==> src/hdl/hcbd_pkg.sv <==
// ----------------------------------------------------------------------------
// hcbd_pkg
// shared types, codes and helpers for the chunked body decoder
// ----------------------------------------------------------------------------
`default_nettype none

package hcbd_pkg;

	// parser phase codes
	typedef enum logic [2:0] {
		PH_HEAD_CR = 3'd0,
		PH_HEAD_LF = 3'd1,
		PH_DIGITS  = 3'd2,
		PH_SIZE_LF = 3'd3,
		PH_PAYLOAD = 3'd4,
		PH_DONE    = 3'd5,
		PH_ERROR   = 3'd6
	} phase_t;

	// result kind codes
	typedef enum logic [1:0] {
		KIND_FRAME = 2'd0,
		KIND_DATA  = 2'd1,
		KIND_END   = 2'd2,
		KIND_ERR   = 2'd3
	} kind_t;

	localparam logic [7:0] CH_CR     = 8'h0D;
	localparam logic [7:0] CH_LF     = 8'h0A;
	localparam int         HEX_BITS  = 4;
	localparam logic [3:0] DIGIT_MAX = 4'hF;

	// parser control state, size counter travels beside it
	typedef struct packed {
		phase_t     phase;
		logic [3:0] digit_count;
	} ctl_t;

	// hex digit decode: {is_hex, value}
	typedef struct packed {
		logic                is_hex;
		logic [HEX_BITS-1:0] value;
	} hex_t;

	function automatic hex_t hex_decode(input logic [7:0] c);
		hex_t h;
		logic [7:0] d;
		h = '0;
		d = '0;
		if (c inside {[8'h30:8'h39]}) begin
			d = c - 8'h30;
			h.is_hex = 1'b1;
		end else if (c inside {[8'h61:8'h66]}) begin
			d = c - 8'h57;
			h.is_hex = 1'b1;
		end else if (c inside {[8'h41:8'h46]}) begin
			d = c - 8'h37;
			h.is_hex = 1'b1;
		end
		h.value = d[HEX_BITS-1:0];
		return h;
	endfunction

endpackage

`default_nettype wire

==> src/hdl/http_chunked_body_decoder.sv <==
// path: a byte accepted on in_* passes two register stages (input register, result
//   register) on its way to its result beat on out_*; a low out_ready stalls it
// throughput: one byte per cycle while out_ready is high; one parser pass per byte
// reset (arst_n low, asynchronous): both stages empty, parser waits for the
//   leading cr, size counter and digit count cleared
// ----------------------------------------------------------------------------
// http_chunked_body_decoder
// strips chunked transfer framing from a request body, one byte per beat,
// and reports framing, payload, end of body or a sticky error for each byte
// ----------------------------------------------------------------------------
`default_nettype none

module http_chunked_body_decoder import hcbd_pkg::*; #(
	parameter int SIZE_BITS = 32
) (
	input  wire logic       clk,
	input  wire logic       arst_n,
	input  wire logic       in_valid,
	output logic            in_ready,
	input  wire logic [7:0] body_byte,
	output logic            out_valid,
	input  wire logic       out_ready,
	output logic [1:0]      out_kind,
	output logic [7:0]      payload_byte
);

	// input register stage
	logic                 valid_s1;
	logic [7:0]           byte_s1;

	// parser state
	ctl_t                 ctl_q;
	logic [SIZE_BITS-1:0] bytes_left_q;

	// result register stage
	logic                 valid_s2;
	logic [1:0]           kind_s2;
	logic [7:0]           data_s2;

	// step outputs
	ctl_t                 ctl_nxt;
	logic [SIZE_BITS-1:0] bytes_left_nxt;
	kind_t                kind;
	logic [7:0]           data;

	logic                 advance;

	// the held byte moves on when the result register is free or draining
	assign advance  = valid_s1 && (!valid_s2 || out_ready);
	// input stage takes a new beat whenever it is empty or emptying
	assign in_ready = !valid_s1 || advance;

	always_ff @(posedge clk or negedge arst_n) begin
		if (!arst_n) begin
			valid_s1 <= 1'b0;
		end else if (in_ready) begin
			valid_s1 <= in_valid;
		end
	end

	always_ff @(posedge clk) begin
		if (in_valid && in_ready) begin
			byte_s1 <= body_byte;
		end
	end

	// framing decode for the held byte against the current parser state
	hcbd_step #(
		.SIZE_BITS(SIZE_BITS)
	) u_step (
		.ctl           (ctl_q),
		.bytes_left    (bytes_left_q),
		.body_byte     (byte_s1),
		.ctl_nxt       (ctl_nxt),
		.bytes_left_nxt(bytes_left_nxt),
		.kind          (kind),
		.data          (data)
	);

	// parser state commits only when the byte actually advances
	always_ff @(posedge clk or negedge arst_n) begin
		if (!arst_n) begin
			ctl_q.phase       <= PH_HEAD_CR;
			ctl_q.digit_count <= '0;
			bytes_left_q      <= '0;
		end else if (advance) begin
			ctl_q        <= ctl_nxt;
			bytes_left_q <= bytes_left_nxt;
		end
	end

	always_ff @(posedge clk or negedge arst_n) begin
		if (!arst_n) begin
			valid_s2 <= 1'b0;
		end else if (advance) begin
			valid_s2 <= 1'b1;
		end else if (out_ready) begin
			valid_s2 <= 1'b0;
		end
	end

	always_ff @(posedge clk) begin
		if (advance) begin
			kind_s2 <= kind;
			data_s2 <= data;
		end
	end

	assign out_valid    = valid_s2;
	assign out_kind     = kind_s2;
	assign payload_byte = data_s2;

endmodule

`default_nettype wire

==> src/hdl/hcbd_step.sv <==
// ----------------------------------------------------------------------------
// hcbd_step
// one byte of chunk framing: next parser state and the result beat
// ----------------------------------------------------------------------------
`default_nettype none

module hcbd_step import hcbd_pkg::*; #(
	parameter int SIZE_BITS = 32
) (
	input  wire ctl_t                 ctl,
	input  wire logic [SIZE_BITS-1:0] bytes_left,
	input  wire logic [7:0]           body_byte,
	output ctl_t                      ctl_nxt,
	output logic [SIZE_BITS-1:0]      bytes_left_nxt,
	output kind_t                     kind,
	output logic [7:0]                data
);

	hex_t hex;

	assign hex = hex_decode(body_byte);

	always_comb begin
		ctl_nxt        = ctl;
		bytes_left_nxt = bytes_left;
		kind           = KIND_FRAME;
		data           = '0;
		case (ctl.phase)
			PH_HEAD_CR: begin
				if (body_byte == CH_CR) begin
					ctl_nxt.phase = PH_HEAD_LF;
				end else begin
					ctl_nxt.phase = PH_ERROR;
					kind          = KIND_ERR;
				end
			end
			PH_HEAD_LF: begin
				if (body_byte != CH_LF) begin
					ctl_nxt.phase = PH_ERROR;
					kind          = KIND_ERR;
				end else if (ctl.digit_count != '0) begin
					// lf after the zero-size head closes the body
					ctl_nxt.phase = PH_DONE;
					kind          = KIND_END;
				end else begin
					ctl_nxt.phase  = PH_DIGITS;
					bytes_left_nxt = '0;
				end
			end
			PH_DIGITS: begin
				if (body_byte == CH_CR) begin
					if (ctl.digit_count == '0) begin
						ctl_nxt.phase = PH_ERROR;
						kind          = KIND_ERR;
					end else begin
						ctl_nxt.phase = PH_SIZE_LF;
					end
				end else if (!hex.is_hex) begin
					ctl_nxt.phase = PH_ERROR;
					kind          = KIND_ERR;
				end else if (bytes_left[SIZE_BITS-1 -: HEX_BITS] != '0) begin
					// next digit would shift bits out of the counter
					ctl_nxt.phase = PH_ERROR;
					kind          = KIND_ERR;
				end else begin
					bytes_left_nxt = {bytes_left[SIZE_BITS-HEX_BITS-1:0], hex.value};
					if (ctl.digit_count != DIGIT_MAX) begin
						ctl_nxt.digit_count = ctl.digit_count + 4'd1;
					end
				end
			end
			PH_SIZE_LF: begin
				if (body_byte != CH_LF) begin
					ctl_nxt.phase = PH_ERROR;
					kind          = KIND_ERR;
				end else if (bytes_left == '0) begin
					ctl_nxt.phase = PH_HEAD_CR;
				end else begin
					ctl_nxt.phase = PH_PAYLOAD;
				end
			end
			PH_PAYLOAD: begin
				kind           = KIND_DATA;
				data           = body_byte;
				bytes_left_nxt = bytes_left - SIZE_BITS'(1);
				if (bytes_left == SIZE_BITS'(1)) begin
					ctl_nxt.phase       = PH_HEAD_CR;
					ctl_nxt.digit_count = '0;
				end
			end
			PH_DONE: begin
				kind = KIND_END;
			end
			default: begin
				ctl_nxt.phase = PH_ERROR;
				kind          = KIND_ERR;
			end
		endcase
	end

endmodule

`default_nettype wire
==> config.mk <==
export PLATFORM = sky130hd
export DESIGN_NAME = http_chunked_body_decoder
export DESIGN_NICKNAME = d
export VERILOG_FILES = /design/src/hdl/hcbd_pkg.sv /design/src/hdl/http_chunked_body_decoder.sv /design/src/hdl/hcbd_step.sv
export SDC_FILE = /design/constraint.sdc
export NUM_CORES = 1
export LEC_CHECK = 0
export ABC_CLOCK_PERIOD_IN_PS = 6700
export BUFFER_PORTS_ARGS = -buffer_cell sky130_fd_sc_hd__buf_2
export CAP_MARGIN = 10
export CORE_MARGIN = 2
export CORE_UTILIZATION = 40
export DETAILED_ROUTE_END_ITERATION = 6
export GPL_ROUTABILITY_DRIVEN = 0
export PLACE_DENSITY = 0.55
export SYNTH_ARGS = -nofsm -noshare
export SYNTH_HDL_FRONTEND = slang
export SYNTH_SLANG_ARGS = --single-unit
==> constraint.sdc <==
create_clock -name clk -period 6.7 [get_ports clk]
set_clock_uncertainty 0.1 [all_clocks]
set_input_delay 0.335 -clock clk [delete_from_list [all_inputs] [get_ports clk]]
set_output_delay 0.335 -clock clk [all_outputs]
set_load 0.02 [all_outputs]
Yosys cells after proc, flatten, opt, wreduce, memory -nomap -nowiden
Cells that the tools add are included.
- input bits: 12
- output and inout bits: 12
- flip-flop bits (word level): 59
- magnitude comparators: 6
- equality and inequality tests: 17
- mux-type cells: 39
- add/sub/neg operators: 5
- bitwise logic cells: 1
- reduce and logical (&&, ||, !) cells: 20
- operator list (cell ; count):
    32-bit two-way mux ; 5
    32-bit one-hot mux with 3 select lines ; 1
    32-bit by 1-bit equality test with 1-bit output, second input constant ; 1
    32-bit zero test ; 1
    32-bit by 1-bit subtractor with 32-bit output, second input constant ; 1
    4-bit two-way mux ; 7
    3-bit two-way mux ; 9
    3-bit one-hot mux with 6 select lines ; 1
    8-bit by 7-bit greater-or-equal comparator with 1-bit output, second input constant ; 2
    8-bit by 7-bit <= comparator with 1-bit output, second input constant ; 2
    2-bit two-way mux ; 8
    7-bit AND reduction ; 2
    2-bit one-hot mux with 6 select lines ; 1
    8-bit by 4-bit equality test with 1-bit output, second input constant ; 1
    8-bit by 6-bit greater-or-equal comparator with 1-bit output, second input constant ; 1
    8-bit by 6-bit <= comparator with 1-bit output, second input constant ; 1
    2-bit inequality test, second input constant ; 4
    4-bit inequality test, second input constant ; 2
    8-bit by 4-bit inequality test with 1-bit output, second input constant ; 1
    4-bit one-hot mux with 2 select lines ; 1
    4-bit nonzero test ; 2
    4-bit by 3-bit subtractor with 4-bit output, second input constant ; 2
    7-bit two-way mux ; 1
    3-bit by 2-bit equality test with 1-bit output, second input constant ; 2
    15 further kinds ; 29

Longest topological paths before layout
- word-level depth: 9
- depth in mapped cells: 9
- mapped depth without buffers: 8

By module
A second synthesis with hierarchy kept.
- cell total of the unflattened synthesis: 408
- area, all modules: 4091.4 µm²
- modules (own cells, without submodules) (module ; cells each ; instances ; area each (µm²) ; sequential area each (µm²)):
    http_chunked_body_decoder ; 109 ; 1 ; 2252.2 ; 1566.5
    hcbd_step ; 299 ; 1 ; 1839.3 ; 0.0

Least setup slack after synthesis
Ideal clock, no wire load.
- path type: reg2reg
- from: register byte_s1[1]
- to: register ctl_q[4] in the netlist's numbering
- stages on the path, launching flop included: 8
- period minus slack after synthesis: 2.645 ns
- arrival time: 2.420 ns
- buffers on the path: 0
- slack: 4.055 ns
- library setup time: 0.125 ns
- cells stage by stage: edfxtp_1 > inv_1 > ha_1 > or4b_1 > and4_1 > a221o_2 > a31oi_2 > mux2_2
- word-level cells in the longest chain between the ends: 8
- elaborated cells on any way between the ends: 22
- those cells by class: order compare: 6; eq/ne: 3; mux: 9; reduce/logical: 4
- RTL lines (element ; RTL line ; RTL):
    start, declared ; http_chunked_body_decoder.sv:29 ; logic [7:0] byte_s1;
    start signal, assigned ; http_chunked_body_decoder.sv:63 ; byte_s1 <= body_byte;
    8-bit by 7-bit greater-or-equal comparator with 1-bit output / 8-bit by 7-bit <= comparator with 1-bit output (equally long branches) ; hcbd_pkg.sv:56 ; end else if (c inside {[8'h41:8'h46]}) begin
    1-bit logical AND ; hcbd_pkg.sv:56 ;
    1-bit two-way mux ; hcbd_pkg.sv:56 ;
    1-bit two-way mux ; hcbd_pkg.sv:53 ; end else if (c inside {[8'h61:8'h66]}) begin
    1-bit two-way mux ; hcbd_pkg.sv:50 ; if (c inside {[8'h30:8'h39]}) begin
    3-bit two-way mux ; hcbd_step.sv:58 ; end else if (!hex.is_hex) begin
    3-bit two-way mux ; hcbd_step.sv:51 ; if (body_byte == CH_CR) begin
    3-bit one-hot mux with 6 select lines ; hcbd_step.sv:28 ; case (ctl.phase)
    end signal, assigned ; http_chunked_body_decoder.sv:87 ; ctl_q <= ctl_nxt;
    end, declared ; http_chunked_body_decoder.sv:32 ; ctl_t ctl_q;
Parallel ways exist; a longest one is shown, timed or not.
A chain may end at the register's enable or synchronous reset.

Worst setup path in the final report
- from: register bytes_left_q[5]
- to: register ctl_q[6] in the netlist's numbering
- word-level cells in the longest chain between the ends: 4
- elaborated cells on any way between the ends: 7
- those cells by class: eq/ne: 2; mux: 3; reduce/logical: 2
- RTL lines (element ; RTL line ; RTL):
    start, declared ; http_chunked_body_decoder.sv:33 ; logic [SIZE_BITS-1:0] bytes_left_q;
    start signal, assigned ; http_chunked_body_decoder.sv:88 ; bytes_left_q <= bytes_left_nxt;
    32-bit zero test ; hcbd_step.sv:76 ; end else if (bytes_left == '0) begin
    3-bit two-way mux ; hcbd_step.sv:76 ;
    3-bit two-way mux ; hcbd_step.sv:73 ; if (body_byte != CH_LF) begin
    3-bit one-hot mux with 6 select lines ; hcbd_step.sv:28 ;
Parallel ways exist; a longest one is shown, timed or not.

==> summary.txt <==
Routing
  • # DRC: 0
  • Remaining number of nets flagged by the antenna check after routing: 0
  • Detailed-route vias per instance: 5.96
  • Final wirelength: 8660 microns
  • Total vias in the final route: 3154
  • DRC violation total after the first TritonRoute iteration: 160
  • TritonRoute pass-1 iters: 4
  • Average wire length per cell after detail routing: 16.4 microns

STA
  • Period utilisation layout: 0.455
  • Final-report setup violation count: 0
  • Highest Clock Rate: 0.328 GHz
  • Normalized max-slew margin: 0.349
  • Number of hold violations in the final report: 0
  • Max-slew violation count: 0
  • Setup TNS Final: 0 ps
  • Actual slew at the worst max-slew pin: 967 ps
  • Unrepaired setup endpoints after global routing: no
  • Final period demand of the worst path: 3050 ps

Clock network
  • Number of levels the H-tree was split into: 3
  • Number of buffers inserted to repair setup after CTS: 0
  • Worst-Skew Late Latency: 350 ps
  • Maximum clock insertion buffer count: 2
  • Clk slew on worst S/H paths: 70 ps
  • Clock buffer count from CTS: 9
  • CTS hold repair buffers: 0
  • Library cell used as clock root buffer: sky130_fd_sc_hd__clkbuf_8
  • TritonCTS clock tree: yes
  • Quantity of gates resized following cts: 0
  • Clock Sink Count: 59

Floorplanning
  • Starting density of the core: 0.416
  • Die outline area: 9890 sq um
  • Ports: 24
  • Width of the die: 99.5 microns
  • Core area: 8760 sq um
  • Height of the die: 99.5 microns
  • Standard-cell row count: 34

Status
  • Status: finished, final reports clean

Yosys
  • Simple-gate share of the synthesized area: 0.208
  • XOR/XNOR Fraction of Synth Area: 0.00721
  • Number of flip-flops and latches in the synthesized netlist: 59
  • Compound-cell area share of the yosys netlist: 0.254
  • Yosys warning count: 0
  • Top-area cell type share of the netlist area: 0.281
  • Number of flops mapped to enable cells by yosys: 18
  • Flip-flop cell with the highest count after synthesis: sky130_fd_sc_hd__dfrtp_1
  • Count of different cell masters after synthesis: 64
  • Share of synthesized area occupied by flip-flops and latches: 0.430
  • Synthesized area per cell: 9.00 sq um
  • Largest family of logic cells by synthesized area: compound AO/OA/AOI/OAI gates
  • Share of synthesized area spent on multiplexers: 0.0151
  • Post-synthesis cell area: 3640 sq um
  • Async set-or-reset flop fraction in the synthesized netlist: 0.695
  • Post-synthesis adder-cell area fraction: 0.0309
  • Net count of the mapped netlist: 426
  • Most area-hungry cell type in the Yosys netlist: sky130_fd_sc_hd__dfrtp_1
  • Number of instances in the synthesized netlist: 405
  • Leading post-synthesis cells by cell area: sky130_fd_sc_hd__dfrtp_1, sky130_fd_sc_hd__edfxtp_1, sky130_fd_sc_hd__o21ai_0, sky130_fd_sc_hd__nor2_1, sky130_fd_sc_hd__a21oi_1
  • Most frequent cell after synthesis: sky130_fd_sc_hd__o21ai_0
  • Commonest cells post-synth: sky130_fd_sc_hd__o21ai_0, sky130_fd_sc_hd__dfrtp_1, sky130_fd_sc_hd__nor2_1, sky130_fd_sc_hd__a21oi_1, sky130_fd_sc_hd__nor3_1

Global routing
  • Global-route total usage across every layer: 0.188
  • Number of antenna violations at the first check in global routing: 0
  • First-pass GRT wire length: 15000 microns
  • Vias in the first global route: 2912
  • Overflow after GRT: 0
  • Pin count of the biggest net entering global routing: 65

Critical path
  • Crit. End Element: flip-flop
  • Critical path class: reg -> reg
  • CP startpoint kind: flip-flop
  • Data required time at the worst endpoint: 6830 ps
  • Worst path arrival time: 3180 ps
  • Largest fanout on the critical path: 11

Final layout
  • Finished Layout Cells: 529
  • Final standard cell area without fillers: 3990 sq um
  • Fillcell total: 853
  • Total inserted antenna cells: 0
  • Layout-stage area growth over the synthesis result: 9.34%
  • Area taken by flip-flops and latches: 1570 sq um
  • Layout cell share with drive strength beyond 1: 0.138
  • Multi-input gate area in the final layout: 1880 sq um
  • Layout Nets: 437

Hold path
  • Worst hold-check path type: in -> async

Power
  • Pwr dens: 456 nW/um^2
  • Leak Pwr: 1.54 nW
  • Total chip power: 1.82 mW
  • Maximum VDD drop: 0.000229 V

Placed design
  • Final HPWL from detailed placement: 5670 microns
  • Cell area after placement: 3770 sq um
  • Number of placed instances, taps included: 512
  • Number of buffers inserted by port buffering: 23

Flow run
  • Number of maximum-capacitance violations: 0
[worst max-delay path: stages (launching register included)]
cell and delay, ps:
sky130_fd_sc_hd__dfrtp_1 420, sky130_fd_sc_hd__nor3_2 480, sky130_fd_sc_hd__nand4b_1 530, sky130_fd_sc_hd__nor3_1 380
sky130_fd_sc_hd__a41oi_1 290, sky130_fd_sc_hd__a31oi_2 350, sky130_fd_sc_hd__mux2_2 370
[logic make-up (layout without fill, tap and decap cells)]
group           Yosys count  after routing
xor+xnor                  3              3
mux                       5              5
flops                    59             59
compound gates          144            144
simple gates            144            144
fa+ha+maj                 9              9
buf+inv                  41             57
[power breakdown]
group | internal (mW) | switching (mW)
Sequential | 0.472 | 0.137
Combinational | 0.281 | 0.597
Clock | 0.178 | 0.153
[flip-flops by register name, summed over array words and instances (netlist names)]
register	flops
byte_s1	8
bytes_left_q	32
ctl_q	7
out_kind	2
out_valid	1
payload_byte	8
valid_s1	1
[worst paths after layout]
| path | from | to | slack (ps) | depth (start not counted) |
|---|---|---|---|---|
| min in group clk | body_byte[3] | byte_s1[3] | 50 | 1 |
| setup reg to reg | bytes_left_q[5] | ctl_q[6] | 3650 | 6 |
| hold reg to reg | valid_s1 | out_valid | 400 | 1 |
| max in group asynchronous | arst_n | bytes_left_q[3] | 5860 | 1 |
| hold / removal | arst_n | ctl_q[3] | 40 | 1 |
| setup / recovery | bytes_left_q[5] | ctl_q[6] | 3650 | 6 |
[through the flow]
stage                util  hold WS (ps)  setup slack, ps
floorplan               -         -60.6             4060
global placement    0.430           372             3380
detailed placement  0.430           385             3290
CTS                 0.452          44.3             3260
global route        0.455          41.0             3220
finish              0.455          41.1             3650
[cell type report]
type                            instances  area share
Sequential cell                        59       0.393
Clock buffer                           10      0.0345
Inverter                               14      0.0132
Timing Repair Buffer                   27      0.0396
Clock inverter                          6      0.0138
Tap cell                              108      0.0339
Multi-Input combinational cell        305       0.472
[layer usage]
metal  routed length [microns]  vias to the layer above  GRT usage
met1                      4500                     1534      0.286
met4                        97                        0     0.0664
met5                         0                        -          0
met3                       298                       10     0.0295
met2                      3760                       60      0.269
li1                          -                     1550          -
[cell usage in the layout (no fill, tap or decap), types with 3 or more instances in the layout]
| master | netlist | layout |
|---|---|---|
| sky130_fd_sc_hd__a21boi_0 | 3 | 3 |
| sky130_fd_sc_hd__a21oi_1 | 28 | 28 |
| sky130_fd_sc_hd__a22oi_1 | 9 | 9 |
| sky130_fd_sc_hd__a31oi_1 | 9 | 9 |
| sky130_fd_sc_hd__a32oi_1 | 9 | 9 |
| sky130_fd_sc_hd__and2_1 | 3 | 3 |
| sky130_fd_sc_hd__and3_1 | 5 | 5 |
| sky130_fd_sc_hd__buf_2 | 3 | 23 |
| sky130_fd_sc_hd__buf_4 | 0 | 3 |
| sky130_fd_sc_hd__clkbuf_8 | 0 | 10 |
| sky130_fd_sc_hd__dfrtp_1 | 41 | 41 |
| sky130_fd_sc_hd__edfxtp_1 | 18 | 18 |
| sky130_fd_sc_hd__ha_1 | 9 | 9 |
| sky130_fd_sc_hd__inv_1 | 14 | 14 |
| sky130_fd_sc_hd__mux2_2 | 4 | 4 |
| sky130_fd_sc_hd__nand2_1 | 20 | 20 |
| sky130_fd_sc_hd__nand2b_1 | 7 | 7 |
| sky130_fd_sc_hd__nand3_1 | 10 | 10 |
| sky130_fd_sc_hd__nor2_1 | 40 | 39 |
| sky130_fd_sc_hd__nor3_1 | 21 | 21 |
| sky130_fd_sc_hd__nor4_1 | 9 | 9 |
| sky130_fd_sc_hd__o211ai_1 | 3 | 3 |
| sky130_fd_sc_hd__o21ai_0 | 57 | 57 |
| sky130_fd_sc_hd__or3_1 | 5 | 5 |
| sky130_fd_sc_hd__or4_1 | 4 | 4 |
| sky130_fd_sc_hd__xnor2_1 | 3 | 3 |
Note: power is estimated with default switching activity, not from simulation.
